[config.mk]
export PLATFORM = sky130hd
export DESIGN_NAME = resistive_touch_debounce_mapper
export DESIGN_NICKNAME = d
export VERILOG_FILES = /design/src/rtl/rtdm_pkg.sv /design/src/rtl/rtdm_front.sv /design/src/rtl/rtdm_queue.sv /design/src/rtl/rtdm_back.sv /design/src/rtl/resistive_touch_debounce_mapper.sv
export SDC_FILE = /design/constraint.sdc
export NUM_CORES = 2
export LEC_CHECK = 0
export BUFFER_PORTS_ARGS = -buffer_cell sky130_fd_sc_hd__buf_2
export CORE_MARGIN = 8
export CORE_UTILIZATION = 60
export DETAILED_ROUTE_END_ITERATION = 12
export HOLD_SLACK_MARGIN = 0.1
export PLACE_DENSITY = 0.77
export RECOVER_POWER = 50
export SETUP_SLACK_MARGIN = 0.2
export SLEW_MARGIN = 0
export SYNTH_ARGS = -nofsm -noshare
export SYNTH_HDL_FRONTEND = slang
export SYNTH_HIERARCHICAL = 1
export SYNTH_SLANG_ARGS = --single-unit
[constraint.sdc]
create_clock -name i_clk -period 11.8 [get_ports i_clk]
set_input_delay 2.36 -clock i_clk [delete_from_list [all_inputs] [get_ports i_clk]]
set_output_delay 2.36 -clock i_clk [all_outputs]
set_load 0.03 [all_outputs]
[src/rtl/rtdm_pkg.sv]
package rtdm_pkg;

    localparam int RAW_BITS = 10;
    localparam int POS_BITS = 12;

    // raw window
    localparam int X_LO = 120;
    localparam int X_HI = 890;
    localparam int Y_LO = 120;
    localparam int Y_HI = 930;
    localparam int SPAN_X = X_HI - X_LO;
    localparam int SPAN_Y = Y_HI - Y_LO;
    localparam int SPAN_MAX = (SPAN_X > SPAN_Y) ? SPAN_X : SPAN_Y;
    localparam int DIFF_BITS = $clog2(SPAN_MAX + 1);
    localparam int PROD_BITS = DIFF_BITS + POS_BITS;

    // reciprocal scaling: estimate is exact or one short
    localparam int RECIP_SHIFT = PROD_BITS;
    localparam longint RECIP_X = (64'd1 << RECIP_SHIFT) / SPAN_X;
    localparam longint RECIP_Y = (64'd1 << RECIP_SHIFT) / SPAN_Y;
    localparam int RECIP_BITS = $clog2(((RECIP_X > RECIP_Y) ? RECIP_X : RECIP_Y) + 1);

    localparam int TIME_BITS  = 32;
    localparam int IVAL_BITS  = 16;
    localparam int DELTA_BITS = 10;
    localparam int SIDE_BITS  = 12;
    localparam int CFG_DATA_BITS = 16;
    localparam int CFG_IDX_BITS  = 4;

    localparam logic [CFG_IDX_BITS-1:0] CFG_IDLE_MS      = 4'd0;
    localparam logic [CFG_IDX_BITS-1:0] CFG_DEBOUNCE_MS  = 4'd1;
    localparam logic [CFG_IDX_BITS-1:0] CFG_MOVE_MS      = 4'd2;
    localparam logic [CFG_IDX_BITS-1:0] CFG_AGREE_DELTA  = 4'd3;
    localparam logic [CFG_IDX_BITS-1:0] CFG_SHORT_SIDE   = 4'd4;
    localparam logic [CFG_IDX_BITS-1:0] CFG_LONG_SIDE    = 4'd5;
    localparam logic [CFG_IDX_BITS-1:0] CFG_ORIENTATION  = 4'd6;
    localparam logic [CFG_IDX_BITS-1:0] CFG_EVENT_ENABLE = 4'd7;

    localparam logic [1:0] EV_NONE  = 2'd0;
    localparam logic [1:0] EV_START = 2'd1;
    localparam logic [1:0] EV_MOVE  = 2'd2;
    localparam logic [1:0] EV_END   = 2'd3;

    localparam logic [1:0] ORI_PORTRAIT1  = 2'd0;
    localparam logic [1:0] ORI_PORTRAIT2  = 2'd1;
    localparam logic [1:0] ORI_LANDSCAPE1 = 2'd2;
    localparam logic [1:0] ORI_LANDSCAPE2 = 2'd3;

    localparam int EN_START_BIT = 0;
    localparam int EN_MOVE_BIT  = 1;
    localparam int EN_END_BIT   = 2;

    localparam int Q_DEPTH = 2;

    typedef struct packed {
        logic [IVAL_BITS-1:0]  idle_ms;
        logic [IVAL_BITS-1:0]  debounce_ms;
        logic [IVAL_BITS-1:0]  move_ms;
        logic [DELTA_BITS-1:0] agree_delta;
        logic [2:0]            event_enable;
    } t_timing_cfg;

    typedef struct packed {
        logic [SIDE_BITS-1:0] short_side;
        logic [SIDE_BITS-1:0] long_side;
        logic [1:0]           orientation;
    } t_map_cfg;

    // one classified poll, passed from front to back
    typedef struct packed {
        logic [1:0]          kind;
        logic                map;
        logic [RAW_BITS-1:0] cx;
        logic [RAW_BITS-1:0] cy;
    } t_cmd;

    typedef struct packed {
        logic full;
        logic empty;
    } t_q_status;

    function automatic logic [DIFF_BITS-1:0] clamp_off(input logic [RAW_BITS-1:0] v,
                                                       input int lo, input int hi);
        int vi;
        int r;
        vi = int'(v);
        if (vi < lo) begin
            r = 0;
        end else if (vi > hi) begin
            r = hi - lo;
        end else begin
            r = vi - lo;
        end
        return DIFF_BITS'(r);
    endfunction

endpackage

[src/rtl/rtdm_front.sv]
module rtdm_front import rtdm_pkg::*; (
    input  logic                i_clk,
    input  logic                i_rst_n,
    input  t_timing_cfg         i_cfg,
    input  logic                i_accept,
    input  logic [TIME_BITS-1:0] i_now_ms,
    input  logic                i_pen_down,
    input  logic [RAW_BITS-1:0] i_raw_x,
    input  logic [RAW_BITS-1:0] i_raw_y,
    output t_cmd                o_cmd
);

    typedef enum logic [2:0] {
        PH_IDLE        = 3'd0,
        PH_START       = 3'd1,
        PH_MAYBE_START = 3'd2,
        PH_TOUCHED     = 3'd3,
        PH_MOVING      = 3'd4,
        PH_MAYBE_END   = 3'd5
    } t_phase;

    localparam int CMP_BITS = (RAW_BITS > DELTA_BITS) ? RAW_BITS : DELTA_BITS;

    t_phase               r_phase, n_phase;
    logic [TIME_BITS-1:0] r_last, n_last;
    logic [RAW_BITS-1:0]  r_first_x, n_first_x, r_first_y, n_first_y;
    logic [RAW_BITS-1:0]  r_conf_x, n_conf_x, r_conf_y, n_conf_y;

    logic [TIME_BITS-1:0] since;
    logic                 el_idle, el_deb, el_move;
    logic [CMP_BITS-1:0]  dx, dy, delta;
    logic                 far, near;
    logic [1:0]           kind;
    logic                 map;

    assign since   = i_now_ms - r_last;
    assign el_idle = since > TIME_BITS'(i_cfg.idle_ms);
    assign el_deb  = since > TIME_BITS'(i_cfg.debounce_ms);
    assign el_move = since > TIME_BITS'(i_cfg.move_ms);

    assign dx    = (i_raw_x > r_first_x) ? CMP_BITS'(i_raw_x - r_first_x)
                                         : CMP_BITS'(r_first_x - i_raw_x);
    assign dy    = (i_raw_y > r_first_y) ? CMP_BITS'(i_raw_y - r_first_y)
                                         : CMP_BITS'(r_first_y - i_raw_y);
    assign delta = CMP_BITS'(i_cfg.agree_delta);
    // start check rejects above delta, move check accepts strictly below
    assign far   = (dx > delta) || (dy > delta);
    assign near  = (dx < delta) && (dy < delta);

    always_comb begin
        n_phase   = r_phase;
        n_last    = r_last;
        n_first_x = r_first_x;
        n_first_y = r_first_y;
        n_conf_x  = r_conf_x;
        n_conf_y  = r_conf_y;
        kind      = EV_NONE;
        map       = 1'b0;
        unique case (r_phase)
            PH_START: begin
                if (i_pen_down) begin
                    n_first_x = i_raw_x;
                    n_first_y = i_raw_y;
                    n_phase   = PH_MAYBE_START;
                end
            end
            PH_MAYBE_START: begin
                if (el_deb) begin
                    n_last = i_now_ms;
                    if (!i_pen_down) begin
                        n_phase = PH_START;
                    end else begin
                        n_conf_x = i_raw_x;
                        n_conf_y = i_raw_y;
                        if (far) begin
                            n_phase = PH_START;
                        end else begin
                            n_phase = PH_TOUCHED;
                            if (i_cfg.event_enable[EN_START_BIT]) begin
                                map  = 1'b1;
                                kind = EV_START;
                            end
                        end
                    end
                end
            end
            PH_TOUCHED: begin
                if (!i_pen_down) begin
                    n_phase = PH_MAYBE_END;
                end else if (el_move) begin
                    n_last    = i_now_ms;
                    n_first_x = i_raw_x;
                    n_first_y = i_raw_y;
                    n_phase   = PH_MOVING;
                    if (i_cfg.event_enable[EN_MOVE_BIT]) begin
                        map  = 1'b1;
                        kind = EV_MOVE;
                    end
                end
            end
            PH_MOVING: begin
                if (!i_pen_down) begin
                    n_phase = PH_MAYBE_END;
                end else if (el_deb) begin
                    n_last   = i_now_ms;
                    n_conf_x = i_raw_x;
                    n_conf_y = i_raw_y;
                    n_phase  = PH_TOUCHED;
                    if (i_cfg.event_enable[EN_MOVE_BIT] && near) begin
                        map  = 1'b1;
                        kind = EV_MOVE;
                    end
                end
            end
            PH_MAYBE_END: begin
                if (el_deb) begin
                    n_last = i_now_ms;
                    if (!i_pen_down) begin
                        n_phase = PH_IDLE;
                        if (i_cfg.event_enable[EN_END_BIT]) begin
                            kind = EV_END;
                        end
                    end else begin
                        n_phase = PH_TOUCHED;
                    end
                end
            end
            default: begin
                if (el_idle) begin
                    n_last  = i_now_ms;
                    n_phase = PH_START;
                end else begin
                    n_phase = PH_IDLE;
                end
            end
        endcase
    end

    // mapping uses the confirmed sample as it stands after this poll
    assign o_cmd = '{kind: kind, map: map, cx: n_conf_x, cy: n_conf_y};

    always_ff @(posedge i_clk) begin
        if (!i_rst_n) begin
            r_phase   <= PH_IDLE;
            r_last    <= '0;
            r_first_x <= '0;
            r_first_y <= '0;
            r_conf_x  <= '0;
            r_conf_y  <= '0;
        end else if (i_accept) begin
            r_phase   <= n_phase;
            r_last    <= n_last;
            r_first_x <= n_first_x;
            r_first_y <= n_first_y;
            r_conf_x  <= n_conf_x;
            r_conf_y  <= n_conf_y;
        end
    end

endmodule

[src/rtl/rtdm_queue.sv]
module rtdm_queue import rtdm_pkg::*; (
    input  logic      i_clk,
    input  logic      i_rst_n,
    input  logic      i_push,
    input  t_cmd      i_cmd,
    input  logic      i_pop,
    output t_cmd      o_cmd,
    output t_q_status o_status
);

    localparam int PTR_BITS = (Q_DEPTH > 1) ? $clog2(Q_DEPTH) : 1;
    localparam int CNT_BITS = $clog2(Q_DEPTH + 1);

    t_cmd                r_mem [Q_DEPTH];
    logic [PTR_BITS-1:0] r_wr, r_rd;
    logic [CNT_BITS-1:0] r_count;

    function automatic logic [PTR_BITS-1:0] bump(input logic [PTR_BITS-1:0] p);
        return (p == PTR_BITS'(Q_DEPTH - 1)) ? '0 : p + 1'b1;
    endfunction

    assign o_cmd          = r_mem[r_rd];
    assign o_status.full  = r_count == CNT_BITS'(Q_DEPTH);
    assign o_status.empty = r_count == '0;

    always_ff @(posedge i_clk) begin
        if (i_push) begin
            r_mem[r_wr] <= i_cmd;
        end
    end

    always_ff @(posedge i_clk) begin
        if (!i_rst_n) begin
            r_wr    <= '0;
            r_rd    <= '0;
            r_count <= '0;
        end else begin
            if (i_push) begin
                r_wr <= bump(r_wr);
            end
            if (i_pop) begin
                r_rd <= bump(r_rd);
            end
            if (i_push && !i_pop) begin
                r_count <= r_count + 1'b1;
            end else if (i_pop && !i_push) begin
                r_count <= r_count - 1'b1;
            end
        end
    end

endmodule

[src/rtl/rtdm_back.sv]
module rtdm_back import rtdm_pkg::*; (
    input  logic                i_clk,
    input  logic                i_rst_n,
    input  t_map_cfg            i_cfg,
    input  logic                i_cmd_valid,
    input  t_cmd                i_cmd,
    output logic                o_cmd_pop,
    output logic                o_valid,
    input  logic                i_ready,
    output logic [1:0]          o_event_kind,
    output logic [POS_BITS-1:0] o_pos_x,
    output logic [POS_BITS-1:0] o_pos_y
);

    localparam int EST_BITS = PROD_BITS + RECIP_BITS;

    // stage 1: scaled products
    logic                 r_v1;
    logic [1:0]           r_kind1;
    logic                 r_map1;
    logic [PROD_BITS-1:0] r_px1, r_py1;
    // stage 2: quotient estimates
    logic                 r_v2;
    logic [1:0]           r_kind2;
    logic                 r_map2;
    logic [PROD_BITS-1:0] r_px2, r_py2;
    logic [POS_BITS-1:0]  r_qx2, r_qy2;
    // stage 3: output register and last reported position
    logic                 r_v3;
    logic [1:0]           r_kind3;
    logic [POS_BITS-1:0]  r_pos_x3, r_pos_y3;
    logic [POS_BITS-1:0]  r_rep_x, r_rep_y;

    logic en1, en2, en3;
    logic [DIFF_BITS-1:0] ox, oy;
    logic [EST_BITS-1:0]  est_x, est_y;
    logic [PROD_BITS-1:0] rem_x, rem_y;
    logic [POS_BITS-1:0]  sx, sy, map_x, map_y, out_x, out_y;
    logic [POS_BITS-1:0]  short_s, long_s;

    assign en3       = !r_v3 || i_ready;
    assign en2       = !r_v2 || en3;
    assign en1       = !r_v1 || en2;
    assign o_cmd_pop = i_cmd_valid && en1;

    assign ox = clamp_off(i_cmd.cx, X_LO, X_HI);
    assign oy = clamp_off(i_cmd.cy, Y_LO, Y_HI);

    assign est_x = EST_BITS'(r_px1) * EST_BITS'(RECIP_X);
    assign est_y = EST_BITS'(r_py1) * EST_BITS'(RECIP_Y);

    // one correction step finishes the division
    assign rem_x = r_px2 - PROD_BITS'(PROD_BITS'(r_qx2) * PROD_BITS'(SPAN_X));
    assign rem_y = r_py2 - PROD_BITS'(PROD_BITS'(r_qy2) * PROD_BITS'(SPAN_Y));
    assign sx    = r_qx2 + POS_BITS'(rem_x >= PROD_BITS'(SPAN_X));
    assign sy    = r_qy2 + POS_BITS'(rem_y >= PROD_BITS'(SPAN_Y));

    assign short_s = POS_BITS'(i_cfg.short_side);
    assign long_s  = POS_BITS'(i_cfg.long_side);

    always_comb begin
        unique case (i_cfg.orientation)
            ORI_PORTRAIT1: begin
                map_x = sx;
                map_y = long_s - sy;
            end
            ORI_PORTRAIT2: begin
                map_x = short_s - sx;
                map_y = sy;
            end
            ORI_LANDSCAPE1: begin
                map_x = sy;
                map_y = sx;
            end
            default: begin
                map_x = long_s - sy;
                map_y = short_s - sx;
            end
        endcase
    end

    always_comb begin
        if (r_kind2 == EV_NONE) begin
            out_x = '0;
            out_y = '0;
        end else if (r_map2) begin
            out_x = map_x;
            out_y = map_y;
        end else begin
            out_x = r_rep_x;
            out_y = r_rep_y;
        end
    end

    always_ff @(posedge i_clk) begin
        if (en1) begin
            r_kind1 <= i_cmd.kind;
            r_map1  <= i_cmd.map;
            r_px1   <= PROD_BITS'(ox) * PROD_BITS'(i_cfg.short_side);
            r_py1   <= PROD_BITS'(oy) * PROD_BITS'(i_cfg.long_side);
        end
        if (en2) begin
            r_kind2 <= r_kind1;
            r_map2  <= r_map1;
            r_px2   <= r_px1;
            r_py2   <= r_py1;
            r_qx2   <= POS_BITS'(est_x >> RECIP_SHIFT);
            r_qy2   <= POS_BITS'(est_y >> RECIP_SHIFT);
        end
        if (en3) begin
            r_kind3  <= r_kind2;
            r_pos_x3 <= out_x;
            r_pos_y3 <= out_y;
        end
    end

    always_ff @(posedge i_clk) begin
        if (!i_rst_n) begin
            r_v1    <= 1'b0;
            r_v2    <= 1'b0;
            r_v3    <= 1'b0;
            r_rep_x <= '0;
            r_rep_y <= '0;
        end else begin
            if (en1) begin
                r_v1 <= i_cmd_valid;
            end
            if (en2) begin
                r_v2 <= r_v1;
            end
            if (en3) begin
                r_v3 <= r_v2;
                if (r_v2 && r_map2) begin
                    r_rep_x <= map_x;
                    r_rep_y <= map_y;
                end
            end
        end
    end

    assign o_valid      = r_v3;
    assign o_event_kind = r_kind3;
    assign o_pos_x      = r_pos_x3;
    assign o_pos_y      = r_pos_y3;

endmodule

[src/rtl/resistive_touch_debounce_mapper.sv]
// channel  | direction | handshake                 | payload
// ---------+-----------+---------------------------+-------------------------------------
// poll     | in        | i_in_valid / o_in_ready   | i_now_ms i_pen_down i_raw_x i_raw_y
// event    | out       | o_out_valid / i_out_ready | o_event_kind o_pos_x o_pos_y
// config   | in        | i_cfg_we                  | i_cfg_index i_cfg_data
//
// one poll per cycle while the queue has room; the phase machine decides each poll combinationally
// an event passes from its poll through the queue, product, quotient estimate and output registers
// synchronous active-low reset, no clearing pass; the control and config registers return to their defaults
// a stalled output fills the three scaling stages, then the two-entry queue, then
// o_in_ready drops
module resistive_touch_debounce_mapper import rtdm_pkg::*; (
    input  logic                     i_clk,
    input  logic                     i_rst_n,
    input  logic                     i_cfg_we,
    input  logic [CFG_IDX_BITS-1:0]  i_cfg_index,
    input  logic [CFG_DATA_BITS-1:0] i_cfg_data,
    input  logic                     i_in_valid,
    output logic                     o_in_ready,
    input  logic [TIME_BITS-1:0]     i_now_ms,
    input  logic                     i_pen_down,
    input  logic [RAW_BITS-1:0]      i_raw_x,
    input  logic [RAW_BITS-1:0]      i_raw_y,
    output logic                     o_out_valid,
    input  logic                     i_out_ready,
    output logic [1:0]               o_event_kind,
    output logic [POS_BITS-1:0]      o_pos_x,
    output logic [POS_BITS-1:0]      o_pos_y
);

    t_timing_cfg r_tcfg;
    t_map_cfg    r_mcfg;
    t_cmd        front_cmd, q_cmd;
    t_q_status   q_status;
    logic        in_accept, q_pop;

    always_ff @(posedge i_clk) begin
        if (!i_rst_n) begin
            r_tcfg.idle_ms      <= IVAL_BITS'(20);
            r_tcfg.debounce_ms  <= IVAL_BITS'(5);
            r_tcfg.move_ms      <= IVAL_BITS'(20);
            r_tcfg.agree_delta  <= DELTA_BITS'(10);
            r_tcfg.event_enable <= 3'd7;
            r_mcfg.short_side   <= SIDE_BITS'(240);
            r_mcfg.long_side    <= SIDE_BITS'(320);
            r_mcfg.orientation  <= ORI_PORTRAIT1;
        end else if (i_cfg_we) begin
            unique case (i_cfg_index)
                CFG_IDLE_MS:      r_tcfg.idle_ms      <= i_cfg_data;
                CFG_DEBOUNCE_MS:  r_tcfg.debounce_ms  <= i_cfg_data;
                CFG_MOVE_MS:      r_tcfg.move_ms      <= i_cfg_data;
                CFG_AGREE_DELTA:  r_tcfg.agree_delta  <= i_cfg_data[DELTA_BITS-1:0];
                CFG_SHORT_SIDE:   r_mcfg.short_side   <= i_cfg_data[SIDE_BITS-1:0];
                CFG_LONG_SIDE:    r_mcfg.long_side    <= i_cfg_data[SIDE_BITS-1:0];
                CFG_ORIENTATION:  r_mcfg.orientation  <= i_cfg_data[1:0];
                CFG_EVENT_ENABLE: r_tcfg.event_enable <= i_cfg_data[2:0];
                default: ;
            endcase
        end
    end

    assign o_in_ready = !q_status.full;
    assign in_accept  = i_in_valid && o_in_ready;

    rtdm_front u_front (
        .i_clk      (i_clk),
        .i_rst_n    (i_rst_n),
        .i_cfg      (r_tcfg),
        .i_accept   (in_accept),
        .i_now_ms   (i_now_ms),
        .i_pen_down (i_pen_down),
        .i_raw_x    (i_raw_x),
        .i_raw_y    (i_raw_y),
        .o_cmd      (front_cmd)
    );

    rtdm_queue u_queue (
        .i_clk    (i_clk),
        .i_rst_n  (i_rst_n),
        .i_push   (in_accept),
        .i_cmd    (front_cmd),
        .i_pop    (q_pop),
        .o_cmd    (q_cmd),
        .o_status (q_status)
    );

    rtdm_back u_back (
        .i_clk        (i_clk),
        .i_rst_n      (i_rst_n),
        .i_cfg        (r_mcfg),
        .i_cmd_valid  (!q_status.empty),
        .i_cmd        (q_cmd),
        .o_cmd_pop    (q_pop),
        .o_valid      (o_out_valid),
        .i_ready      (i_out_ready),
        .o_event_kind (o_event_kind),
        .o_pos_x      (o_pos_x),
        .o_pos_y      (o_pos_y)
    );

    a_none_zero: assert property (@(posedge i_clk) disable iff (!i_rst_n)
        o_out_valid && (o_event_kind == EV_NONE) |-> (o_pos_x == '0) && (o_pos_y == '0))
        else $error("no-event result carries a position");

    a_queue_sane: assert property (@(posedge i_clk) disable iff (!i_rst_n)
        !(q_status.full && q_status.empty))
        else $error("queue both full and empty");

    a_accept_lands: assert property (@(posedge i_clk) disable iff (!i_rst_n)
        in_accept |=> !q_status.empty)
        else $error("accepted transaction missing from queue");

    a_reset_quiet: assert property (@(posedge i_clk)
        i_rst_n && $past(!i_rst_n) |-> !o_out_valid && q_status.empty)
        else $error("output or queue busy straight after reset");

endmodule

==> run metrics <==
setup violators final 0; unrepaired setup endpoints after global routing false; io pins 106; CP Depth 41; critical path startpoint category flip-flop; CTS Buf Count 45; fmax 103 MHz; cell count of the worst hold path 0; H-tree Lvls 2; Max-Cap Viols 7; layout cell share with drive strength beyond 1 0.0480; HPWL after detailed placement 79500 µm; Post-synth EDFFs 188; Worst EP required 12110 ps; Clock transition at path regs 60 ps; fin. max-slew vios 417; clock latency on the worst-skew pair 590 ps; Critical Path End u_back/o_pos_y[11]$_SDFFCE_PN0P_; Post-route DRC 0; WL per Instance 17.2 µm; DR vias 32.8k; Slowest Stage Delay on Critical Path 560 ps; #FFs+latches synth 382; YS warnings 6; CP Buf/Inv Count 5; failing checks capacitance limit, slew limit; syn_nets 5868; drt total wl 98900 µm; Hold Path Origin u_back/r_kind1[1]$_DFFE_PN_; clock buffer depth 3; global-route wire length before repair 165000 µm; post-synthesis sequential area ratio 0.221; FF-to-FF setup slack 2080 ps; Crit. Startpoint u_back/r_qy2[2]$_DFFE_PP_; R2R depth 41; ys async rst share 0; total track usage 0.243; Unique masters post-synth 103; Post-CTS Resized 0; CP max stage cell edfxtp_1; met3 Resource Use GR 0.0421; outcome complete, but fails checks; maximum fanout along the worst path 8; die area 80800 µm²; placed cell area 44300 µm²; CTS Hold Buffers Added 0; port bufs 105; grt peak-use layer met2; ys flop type dfxtp_1; Tcrit/Tclk final 0.824; M2 GR Usage 0.405; root buf cell clkbuf_16; nets 5882; cell mode on critical path ha_1; reg-to-reg critical path startpoint u_back/r_qy2[2]$_DFFE_PP_; cell with the most instances after synthesis inv_1; Pre-Repair DR Iteration Count 6; min Tclk post-route 9720 ps; met1 Use GR 0.323; Slew Limit Headroom -1.54; Final Hold Vio Count 0; post-route design area 45700 µm²; Die Ht 284 µm; antenna violations before repair 1; synth cell count leaders inv_1, ha_1, nand2_1, fa_1, a21oi_1; core footprint 71400 µm²; Sinks on Clock Net 382; Worst Hold Margin 421 ps; synthesized instance count 4743; Overflow after GRT 0; Setup Fix Bufs, Post-CTS 0; r2r endpoint u_back/o_pos_y[11]$_SDFFCE_PN0P_; area leader, netlist ha_1; share of the synthesized area in the top cell type 0.204; critical path type reg -> reg; number of diodes 0; vias in the first global route 33.3k; Initial DRC Count 2199; initial core utilization 0.605; synthesized area 43200 µm²; CP arrival 10030 ps; setup TNS 0 ps; largest net degree at the start of global routing 100; via density per instance 5.72; FP Rows 98; Worst path top cell family by delay adder cells; syn_area_per_cell 9.10 µm²; Min-Delay Path Class reg -> reg; CTS tree built; post-route ant nets 0; Die Width 284 µm; RePlAce Congestion 0.930; Slew @ Worst Pin 3800 ps; Synth area leaders ha_1, fa_1, edfxtp_1; Area growth syn-to-layout 5.90%; Crit. End Element flip-flop; Layout Skew 25.6 ps; fin util 0.641
cell usage in the layout, fill, tap and decap left out, types with 46 or more instances in the layout:
master,Yosys,final
nor2b_1,61,60
xnor2_1,138,138
ha_1,705,705
nor3_1,71,71
dfxtp_1,194,194
xor2_1,65,65
edfxtp_1,188,188
nand3_1,119,118
and2_1,108,107
nand4_1,46,46
inv_1,812,812
nor2_1,190,190
buf_2,28,75
fa_1,342,342
nand2_1,444,444
o21ai_0,167,167
mux2i_1,125,125
a21o_1,80,80
a21oi_1,218,218
final cells by class:
| class | count | area [µm²] |
|---|---|---|
| clock buffer | 61 | 1240 |
| clock inverter | 22 | 224 |
| fill | 5842 | 25700 |
| inverter | 814 | 3060 |
| multi-input combinational | 3394 | 29900 |
| sequential | 382 | 9530 |
| tap | 950 | 1190 |
| timing repair buffer | 120 | 586 |
logic make-up (layout without fill, tap and decap cells):
group                      count (synthesis)  count (layout)  share of synthesized area
buffers and inverters                    967            1017                     0.0869
DFF                                      382             382                      0.221
and+or+nand+nor                         1202            1202                      0.135
adders and majority gates               1048            1048                      0.363
AOI/OAI and AO/OA                        783             783                      0.116
xor gates and xnor gates                 204             204                     0.0416
muxes                                    157             157                     0.0373
through the flow:
| step | std cells | worst slack, ps |
|---|---|---|
| 2_1_floorplan | 4743 | 3260 |
| 3_3_place_gp | 5660 | 2360 |
| 3_5_place_dp | 5660 | 2170 |
| 4_1_cts | 5743 | 2120 |
| 5_1_grt | 5743 | 1300 |
| 6_report | 5743 | 2080 |
state kept, by name, indices dropped and copies added (netlist names), 21 cells and up, named ones only:
signal          flops
r_mcfg             26
r_tcfg             61
u_queue/r_mem      46
u_back/r_py2       21
u_back/r_px1       22
u_back/r_px2       21
u_front/r_last     32
u_back/r_py1       22
worst min path at each step:
| stage | endpoint | slack [ps] |
|---|---|---|
| after detailed placement | u_back/r_kind2[1]$_DFFE_PP_ | 410 |
| after floorplan | u_back/r_kind2[0]$_DFFE_PP_ | 400 |
| final | u_back/r_kind2[1]$_DFFE_PP_ | 420 |
| after CTS | u_back/r_kind2[1]$_DFFE_PP_ | 420 |
| after global routing | u_back/r_kind2[0]$_DFFE_PP_ | 430 |
| after global placement | u_back/r_map2$_DFFE_PP_ | 400 |
worst reg2reg max path, delay by kind of cell (launching register included):
kind	cells	cell delay, ps
adders and majority gates	9	3590
AOI/OAI and AO/OA	15	3010
muxes	2	360
DFF	1	560
buffers and inverters	5	270
and+or+nand+nor	7	1120
xor gates and xnor gates	3	580
per-layer routing:
| layer | vias up | wire, µm |
|---|---|---|
| li1 | 15900 | - |
| met1 | 15800 | 43600 |
| met2 | 887 | 45800 |
| met3 | 180 | 6680 |
| met4 | 2 | 2820 |
| met5 | - | 20 |
Power is left out: the tool's default activity adds up to more than one toggle a clock period on the data nets, which glitch-free logic cannot reach.
